<file path="config.mk">
export PLATFORM = sky130hd
export DESIGN_NAME = modular_exponentiation_top
export DESIGN_NICKNAME = d
export VERILOG_FILES = /design/src/sv/modexp_pkg.sv /design/src/sv/modular_exponentiation_top.sv /design/src/sv/modexp_mul.sv
export VERILOG_INCLUDE_DIRS = /design/src /design/src/sv
export SDC_FILE = /design/constraint.sdc
export NUM_CORES = 1
export LEC_CHECK = 0
export ABC_CLOCK_PERIOD_IN_PS = 19600
export BUFFER_PORTS_ARGS = -buffer_cell sky130_fd_sc_hd__buf_2
export CORE_AREA = 5 5 310 160
export CTS_BUF_LIST = sky130_fd_sc_hd__clkbuf_4 sky130_fd_sc_hd__clkbuf_8 sky130_fd_sc_hd__clkbuf_16
export DETAILED_ROUTE_END_ITERATION = 6
export DIE_AREA = 0 0 315 165
export GPL_ROUTABILITY_DRIVEN = 1
export PLACE_DENSITY = 0.8
export SKIP_LAST_GASP = 1
export SYNTH_ARGS = -nofsm -noshare
export SYNTH_HDL_FRONTEND = slang
export SYNTH_SLANG_ARGS = --single-unit
</file>
<file path="constraint.sdc">
create_clock -name clk -period 19.6 [get_ports clk]
set_input_delay 3.92 -clock clk [delete_from_list [all_inputs] [get_ports clk]]
set_output_delay 3.92 -clock clk [all_outputs]
set_load 0.1 [all_outputs]
</file>
<file path="src/sv/modular_exponentiation_top_macros.svh">
// ----------------------------------------------------------------------------
// Modular exponentiation assertion macros
// Concurrent assertion helpers, empty when SYNTHESIS is defined.
// ----------------------------------------------------------------------------
`ifndef MODULAR_EXPONENTIATION_TOP_MACROS_SVH
`define MODULAR_EXPONENTIATION_TOP_MACROS_SVH

`ifndef SYNTHESIS
`define MODEXP_ASSERT(lbl, prop, msg) \
  lbl: assert property (@(posedge clk) disable iff (rst) prop) else $error(msg);
`define MODEXP_ASSERT_ALWAYS(lbl, prop, msg) \
  lbl: assert property (@(posedge clk) prop) else $error(msg);
`else
`define MODEXP_ASSERT(lbl, prop, msg)
`define MODEXP_ASSERT_ALWAYS(lbl, prop, msg)
`endif

`endif

</file>
<file path="src/sv/modexp_pkg.sv">
// ----------------------------------------------------------------------------
// Modular exponentiation package
// Shared width default and multiplier control word.
// ----------------------------------------------------------------------------
`default_nettype none

package modexp_pkg;

  localparam int MODEXP_WIDTH_DEF = 32;

  typedef struct packed {
    logic load;
    logic step;
  } mul_ctrl_t;

endpackage

`default_nettype wire

</file>
<file path="src/sv/modular_exponentiation_top.sv">
// ----------------------------------------------------------------------------
// Modular exponentiation top level
// base^exponent mod modulus, right-to-left binary method, bit-serial products.
// ----------------------------------------------------------------------------
// Channel   Dir  Handshake                  Word
// command   in   start & !busy              base, exponent
// result    out  done (one-cycle strobe)    power_result
// config    in   modulus_we                 modulus_wdata
//
// Base reduction is a restoring remainder, one base bit per cycle; each
// exponent bit runs a load, a multiplier step for each multiplier bit and an update.
// busy falls with done, so a new command may be taken in the done cycle.
// Synchronous reset sets modulus to 1; modulus of 0 means 2^WIDTH.
// ----------------------------------------------------------------------------
`default_nettype none
`include "modular_exponentiation_top_macros.svh"

module modular_exponentiation_top #(
  parameter int WIDTH = modexp_pkg::MODEXP_WIDTH_DEF
) (
  input  logic             clk,
  input  logic             rst,
  input  logic             start,
  output logic             busy,
  input  logic [WIDTH-1:0] base,
  input  logic [WIDTH-1:0] exponent,
  input  logic             modulus_we,
  input  logic [WIDTH-1:0] modulus_wdata,
  output logic             done,
  output logic [WIDTH-1:0] power_result
);
  import modexp_pkg::*;

  localparam int CW = $clog2(WIDTH);

  typedef enum logic [2:0] {
    IDLE,
    REDUCE,
    LOAD,
    MUL,
    UPDATE
  } state_t;

  state_t           state;
  logic [WIDTH-1:0] modulus;
  logic [WIDTH-1:0] bsh;
  logic [WIDTH-1:0] e;
  logic [WIDTH-1:0] pw;
  logic [WIDTH-1:0] acc;
  logic [CW-1:0]    cnt;

  logic [WIDTH:0]   m_ext;
  logic [WIDTH:0]   r_sh;
  logic [WIDTH:0]   r_sub;
  logic [WIDTH-1:0] red_next;
  logic             cnt_last;
  mul_ctrl_t        mul_ctrl;
  logic [WIDTH-1:0] prod_acc;
  logic [WIDTH-1:0] prod_sq;

  assign m_ext    = {~|modulus, modulus};
  assign r_sh     = {pw, bsh[WIDTH-1]};
  assign r_sub    = r_sh - m_ext;
  assign red_next = (r_sh >= m_ext) ? r_sub[WIDTH-1:0] : r_sh[WIDTH-1:0];
  assign cnt_last = (cnt == CW'(WIDTH - 1));
  assign busy     = (state != IDLE);

  always_comb begin
    mul_ctrl.load = (state == LOAD);
    mul_ctrl.step = (state == MUL);
  end

  modexp_mul #(
    .WIDTH(WIDTH)
  ) u_mul (
    .clk     (clk),
    .ctrl    (mul_ctrl),
    .m_ext   (m_ext),
    .acc_in  (acc),
    .pw_in   (pw),
    .prod_acc(prod_acc),
    .prod_sq (prod_sq)
  );

  always_ff @(posedge clk) begin
    if (rst) begin
      state   <= IDLE;
      done    <= 1'b0;
      modulus <= WIDTH'(1);
    end else begin
      done <= 1'b0;
      if (modulus_we) begin
        modulus <= modulus_wdata;
      end
      unique case (state)
        IDLE: begin
          if (start) begin
            bsh   <= base;
            e     <= exponent;
            pw    <= '0;
            acc   <= WIDTH'(1);
            cnt   <= '0;
            state <= REDUCE;
          end
        end
        REDUCE: begin
          pw  <= red_next;
          bsh <= bsh << 1;
          cnt <= cnt + 1'b1;
          if (cnt_last) begin
            cnt <= '0;
            if (e == '0) begin
              done         <= 1'b1;
              power_result <= acc;
              state        <= IDLE;
            end else begin
              state <= LOAD;
            end
          end
        end
        LOAD: begin
          cnt   <= '0;
          state <= MUL;
        end
        MUL: begin
          cnt <= cnt + 1'b1;
          if (cnt_last) begin
            state <= UPDATE;
          end
        end
        UPDATE: begin
          if (e[0]) begin
            acc <= prod_acc;
          end
          pw <= prod_sq;
          e  <= e >> 1;
          if (e[WIDTH-1:1] == '0) begin
            done         <= 1'b1;
            power_result <= e[0] ? prod_acc : acc;
            state        <= IDLE;
          end else begin
            state <= LOAD;
          end
        end
        default: state <= IDLE;
      endcase
    end
  end

  `MODEXP_ASSERT(a_done_idle, done |-> !busy, "result strobe while busy")
  `MODEXP_ASSERT(a_done_pulse, done |=> !done, "result strobe longer than one cycle")
  `MODEXP_ASSERT(a_accept_busy, (start && !busy) |=> busy, "accepted word did not raise busy")
  `MODEXP_ASSERT_ALWAYS(a_rst_clear, rst |=> (!busy && !done), "reset left block active")

endmodule

`default_nettype wire

</file>
<file path="src/sv/modexp_mul.sv">
// ----------------------------------------------------------------------------
// Modular exponentiation dual multiplier
// Bit-serial shift-and-add modular multiply; forms acc*pw and pw*pw together,
// one multiplier bit per cycle while step is asserted.
// ----------------------------------------------------------------------------
`default_nettype none

module modexp_mul #(
  parameter int WIDTH = modexp_pkg::MODEXP_WIDTH_DEF
) (
  input  logic                  clk,
  input  modexp_pkg::mul_ctrl_t ctrl,
  input  logic [WIDTH:0]        m_ext,
  input  logic [WIDTH-1:0]      acc_in,
  input  logic [WIDTH-1:0]      pw_in,
  output logic [WIDTH-1:0]      prod_acc,
  output logic [WIDTH-1:0]      prod_sq
);
  import modexp_pkg::*;

  // (x + y) mod m for x, y < m; m_ext of 2^WIDTH gives plain wrap
  function automatic logic [WIDTH-1:0] add_mod(input logic [WIDTH-1:0] x,
                                               input logic [WIDTH-1:0] y,
                                               input logic [WIDTH:0]   m);
    logic [WIDTH:0] s;
    s = {1'b0, x} + {1'b0, y};
    if (s >= m) begin
      s = s - m;
    end
    return s[WIDTH-1:0];
  endfunction

  logic [WIDTH-1:0] mplier;
  logic [WIDTH-1:0] addend_a;
  logic [WIDTH-1:0] addend_p;
  logic [WIDTH-1:0] sum_a;
  logic [WIDTH-1:0] sum_p;

  always_ff @(posedge clk) begin
    if (ctrl.load) begin
      mplier   <= pw_in;
      addend_a <= acc_in;
      addend_p <= pw_in;
      sum_a    <= '0;
      sum_p    <= '0;
    end else if (ctrl.step) begin
      if (mplier[0]) begin
        sum_a <= add_mod(sum_a, addend_a, m_ext);
        sum_p <= add_mod(sum_p, addend_p, m_ext);
      end
      addend_a <= add_mod(addend_a, addend_a, m_ext);
      addend_p <= add_mod(addend_p, addend_p, m_ext);
      mplier   <= mplier >> 1;
    end
  end

  assign prod_acc = sum_a;
  assign prod_sq  = sum_p;

endmodule

`default_nettype wire

</file>
==> summary.md <==
| Metric | Value |
|---|---|
| Initial antenna violation count | 5 |
| Critical path startpoint category | flop |
| Clk sink count | 361 |
| Slew Limit Fails | 0 |
| CTS clk-pin slew, worst paths | 70 ps |
| Die Width | 315 um |
| First-pass GRT wire length | 138 mm |
| Number of synthesized flops with an enable pin | 261 |
| Die height | 165 um |
| Worst Path Max Fanout | 42 |
| Mapped Area | 0.0277 mm2 |
| Area contributors post-synth | edfxtp_1 (28%), ha_1 (10%), dfxtp_1 (7.2%), nand2_1 (7.1%), a21oi_1 (5.7%) |
| Vias per cell | 6.51 |
| Critical Path RT | 20010 ps |
| Relative slew margins | 14.4% |
| Setup TNS | 0 ps |
| RSZ-0062 raised after global routing | false |
| Final setup fails | 0 |
| GRT overflow | 0 |
| Primary FF master, synth | edfxtp_1 |
| Final ANT Viol Nets | 0 |
| Synth unique cells | 80 |
| DRT iter0 DRCs | 3386 |
| Final Skew | 27.2 ps |
| Synth Area in Simple Gates | 17.5% |
| Mapped Cells | 3225 |
| Worst Tran Pin Value | 1250 ps |
| Most frequent cells in the layout | nand2_1 (524), a21oi_1 (311), nor2_1 (285) |
| Clock root buffer | clkbuf_16 |
| Wire per inst | 23.0 um |
| Most common cell after layout, fill and taps aside | nand2_1 |
| Register area share after synthesis | 35.5% |
| Peak Freq | 158 MHz |
| Row cnt | 56 |
| Setup repair bufs after CTS | 0 |
| Maximum VDD drop | 0.0000748 V |
| Outcome | finished, final reports clean |
| Critical Path, Cell by Cell | ha_1 -> fa_1 -> a211oi_1 -> nor2_1 -> o22ai_1 -> nor4_1 -> or4_1 -> a21oi_1 -> o21ai_0 -> xor2_1 -> ha_1 -> and3_1 -> and2_1 -> nand2_1 -> nor3_1 -> a221o_1 -> a211o_1 -> buf_4 -> inv_2 -> or4_1 -> mux2i_1 -> a211oi_1 |
| Worst Path Buf+Inv | 2 |
| DR WL met2 | 33.8 mm |
| DR top layer | met5 |
| Max stage delay on crit path | 550 ps |
| Placer congestion estimate | 1.00 |
| CTS tree | built |
| Area growth syn-to-layout | 8.20% |
| Final period utilization | 32.2% |
| Clock Path Buffers | 3 |
| Met1 WL | 41.2 mm |
| Hold Vio Cnt, Final | 0 |
| Post-layout utilization of the core | 64.6% |
| Clk Latency, worst-skew pair | 580 ps |
| Max cap viols | 0 |
| Layout Nets | 3605 |
| Flops & latches, synth | 361 |
| CTS Hold Bufs | 0 |
| First-pass DRT Iterations | 5 |
| Crit path capture type | flop |
| Initial core utilization | 59.7% |
| ANT cells | 0 |
| Via Count | 25600 |
| Largest net degree at the start of global routing | 102 |
| Post-detailed-routing wire length | 90.3 mm |
| Setup CP Type | flop to flop |
| Power density over the cells | 134 mW/mm2 |
| Max stage delay cell, worst path | or4_1 |
| Synthesized-area fraction occupied by adder cells | 10.9% |
| PostCTS Resize Cnt | 0 |
| Leakage | 12.5 nW |
| IO Port Bufs | 133 |
| Fraction of registers with async set/reset | 0% |
| Final Non-Filler Cells | 3929 |
| Vias in the first global route | 23500 |
| DRC violations left | 0 |
| Synth Area in XOR/XNOR | 5.91% |
| GRT Total Usage | 33.8% |
| Core area | 0.0464 mm2 |
| Met3 wire len | 12.9 mm |
| CTS Buf Count | 36 |
| Worst path top cell family by delay | simple AND/OR/NAND/NOR gates |
| Ys Warns | 0 |
| H-Tree Depth | 2 |
| Synth top area share | 28.3% |
| Synthesized Nets | 3563 |
| Post-synthesis mux area share | 5.25% |
| HPWL after DPL | 67.1 mm |
| Critical path arrival | 6730 ps |
| Final worst path period need | 6310 ps |
| Fraction of layout cells with a size suffix above 1 | 8.87% |
| Synth area leader | edfxtp_1 |
| Top Ports | 134 |
| Main combinational cell family by area after synthesis | compound AO/OA/AOI/OAI gates |
| DP Cell Count | 3867 |
| Complex-gate fraction of the synthesized area | 21.2% |
| Hold Path Class | flop to flop |
| DIE AREA | 0.0520 mm2 |
| Avg Cell Area, Syn | 8.59 um2 |
layer usage:
metal,global-route usage (%),vias to the layer above
met3,12.2,143
met1,51.9,12100
met2,44.0,1447
li1,-,11800
met5,0,-
met4,8.72,4
cell usage after synthesis, types with 15 or more instances:
cell type and number:
a311oi_1 15, o21ai_0 206, edfxtp_1 261, nand4_1 39
o21bai_1 25, ha_1 231, o211ai_1 26, a21oi_1 313
and3_1 24, mux2_2 34, clkbuf_1 120, o31ai_1 15
nor2b_1 20, nand2b_1 23, nor2_1 286, dfxtp_1 100
nor3_1 55, o21a_1 36, nand3_1 44, mux2i_1 107
a31oi_1 48, xor2_1 83, and2_1 18, a21o_1 117
nor4_1 24, a211oi_1 32, nand2_1 525, inv_1 93
xnor2_1 104
worst reg2reg max path, delay by kind of cell, from the launching register on:
family          cells  cell delay [ps]
flops               1              440
compound gates      7             1550
simple gates        8             2090
fa+ha+maj           3             1110
xor+xnor            1              190
buf+inv             2              670
mux                 1              150
kinds of logic (layout without fill, tap and decap cells):
| family | after synthesis | after routing |
|---|---|---|
| xor gates and xnor gates | 187 | 187 |
| buffers and inverters | 246 | 312 |
| adders and majority gates | 238 | 238 |
| DFF | 361 | 361 |
| AOI/OAI and AO/OA | 942 | 942 |
| muxes | 141 | 141 |
| and+or+nand+nor | 1110 | 1110 |
state kept, by name, summed over array words and instances, names as in the netlist, 32 cells and up:
register and flops:
u_mul.prod_sq 32, u_mul.mplier 32, power_result 32, u_mul.addend_a 32, modulus 32, u_mul.addend_p 32
e 32, u_mul.prod_acc 32, pw 32, acc 32, bsh 32
final cells by class:
type | count | area, um2
tap | 638 | 798
fill | 3986 | 16400
clock buffer | 52 | 1060
timing repair buffer | 156 | 838
clock inverter | 10 | 139
sequential | 361 | 9840
inverter | 94 | 353
multi-input combinational | 2618 | 16900
power breakdown:
part | internal [mW] | switching, mW | leakage [nW] | total, mW
combinational | 0.872 | 1.41 | 8.68 | 2.28
clock | 0.419 | 0.326 | 0.593 | 0.745
sequential | 0.913 | 0.0906 | 3.25 | 1.00
per-stage QoR:
step / power, mW / hold slack (ps) / cell area [um2] / worst slack (ps)
4_1_cts: 3.95 / 486 / 30000 / 13420
5_1_grt: 4.28 / 506 / 30000 / 12950
6_report: 4.03 / 484 / 30000 / 13290
3_5_place_dp: 3.20 / 476 / 28800 / 13450
2_1_floorplan: 2.69 / 449 / 27700 / 9950
3_3_place_gp: 3.17 / 463 / 28800 / 13550
path summary, 6_finish.rpt:
kind	slack, ps	endpoint	from	cells after the start
max	13290	u_mul.prod_sq[30]	u_mul.addend_p[0]	22
min	480	u_mul.prod_sq[8]	u_mul.prod_sq[8]	2
max reg2reg	13290	u_mul.prod_sq[30]	u_mul.addend_p[0]	22
min reg2reg	480	u_mul.prod_sq[8]	u_mul.prod_sq[8]	2
Note: power is estimated with default switching activity, not from simulation.
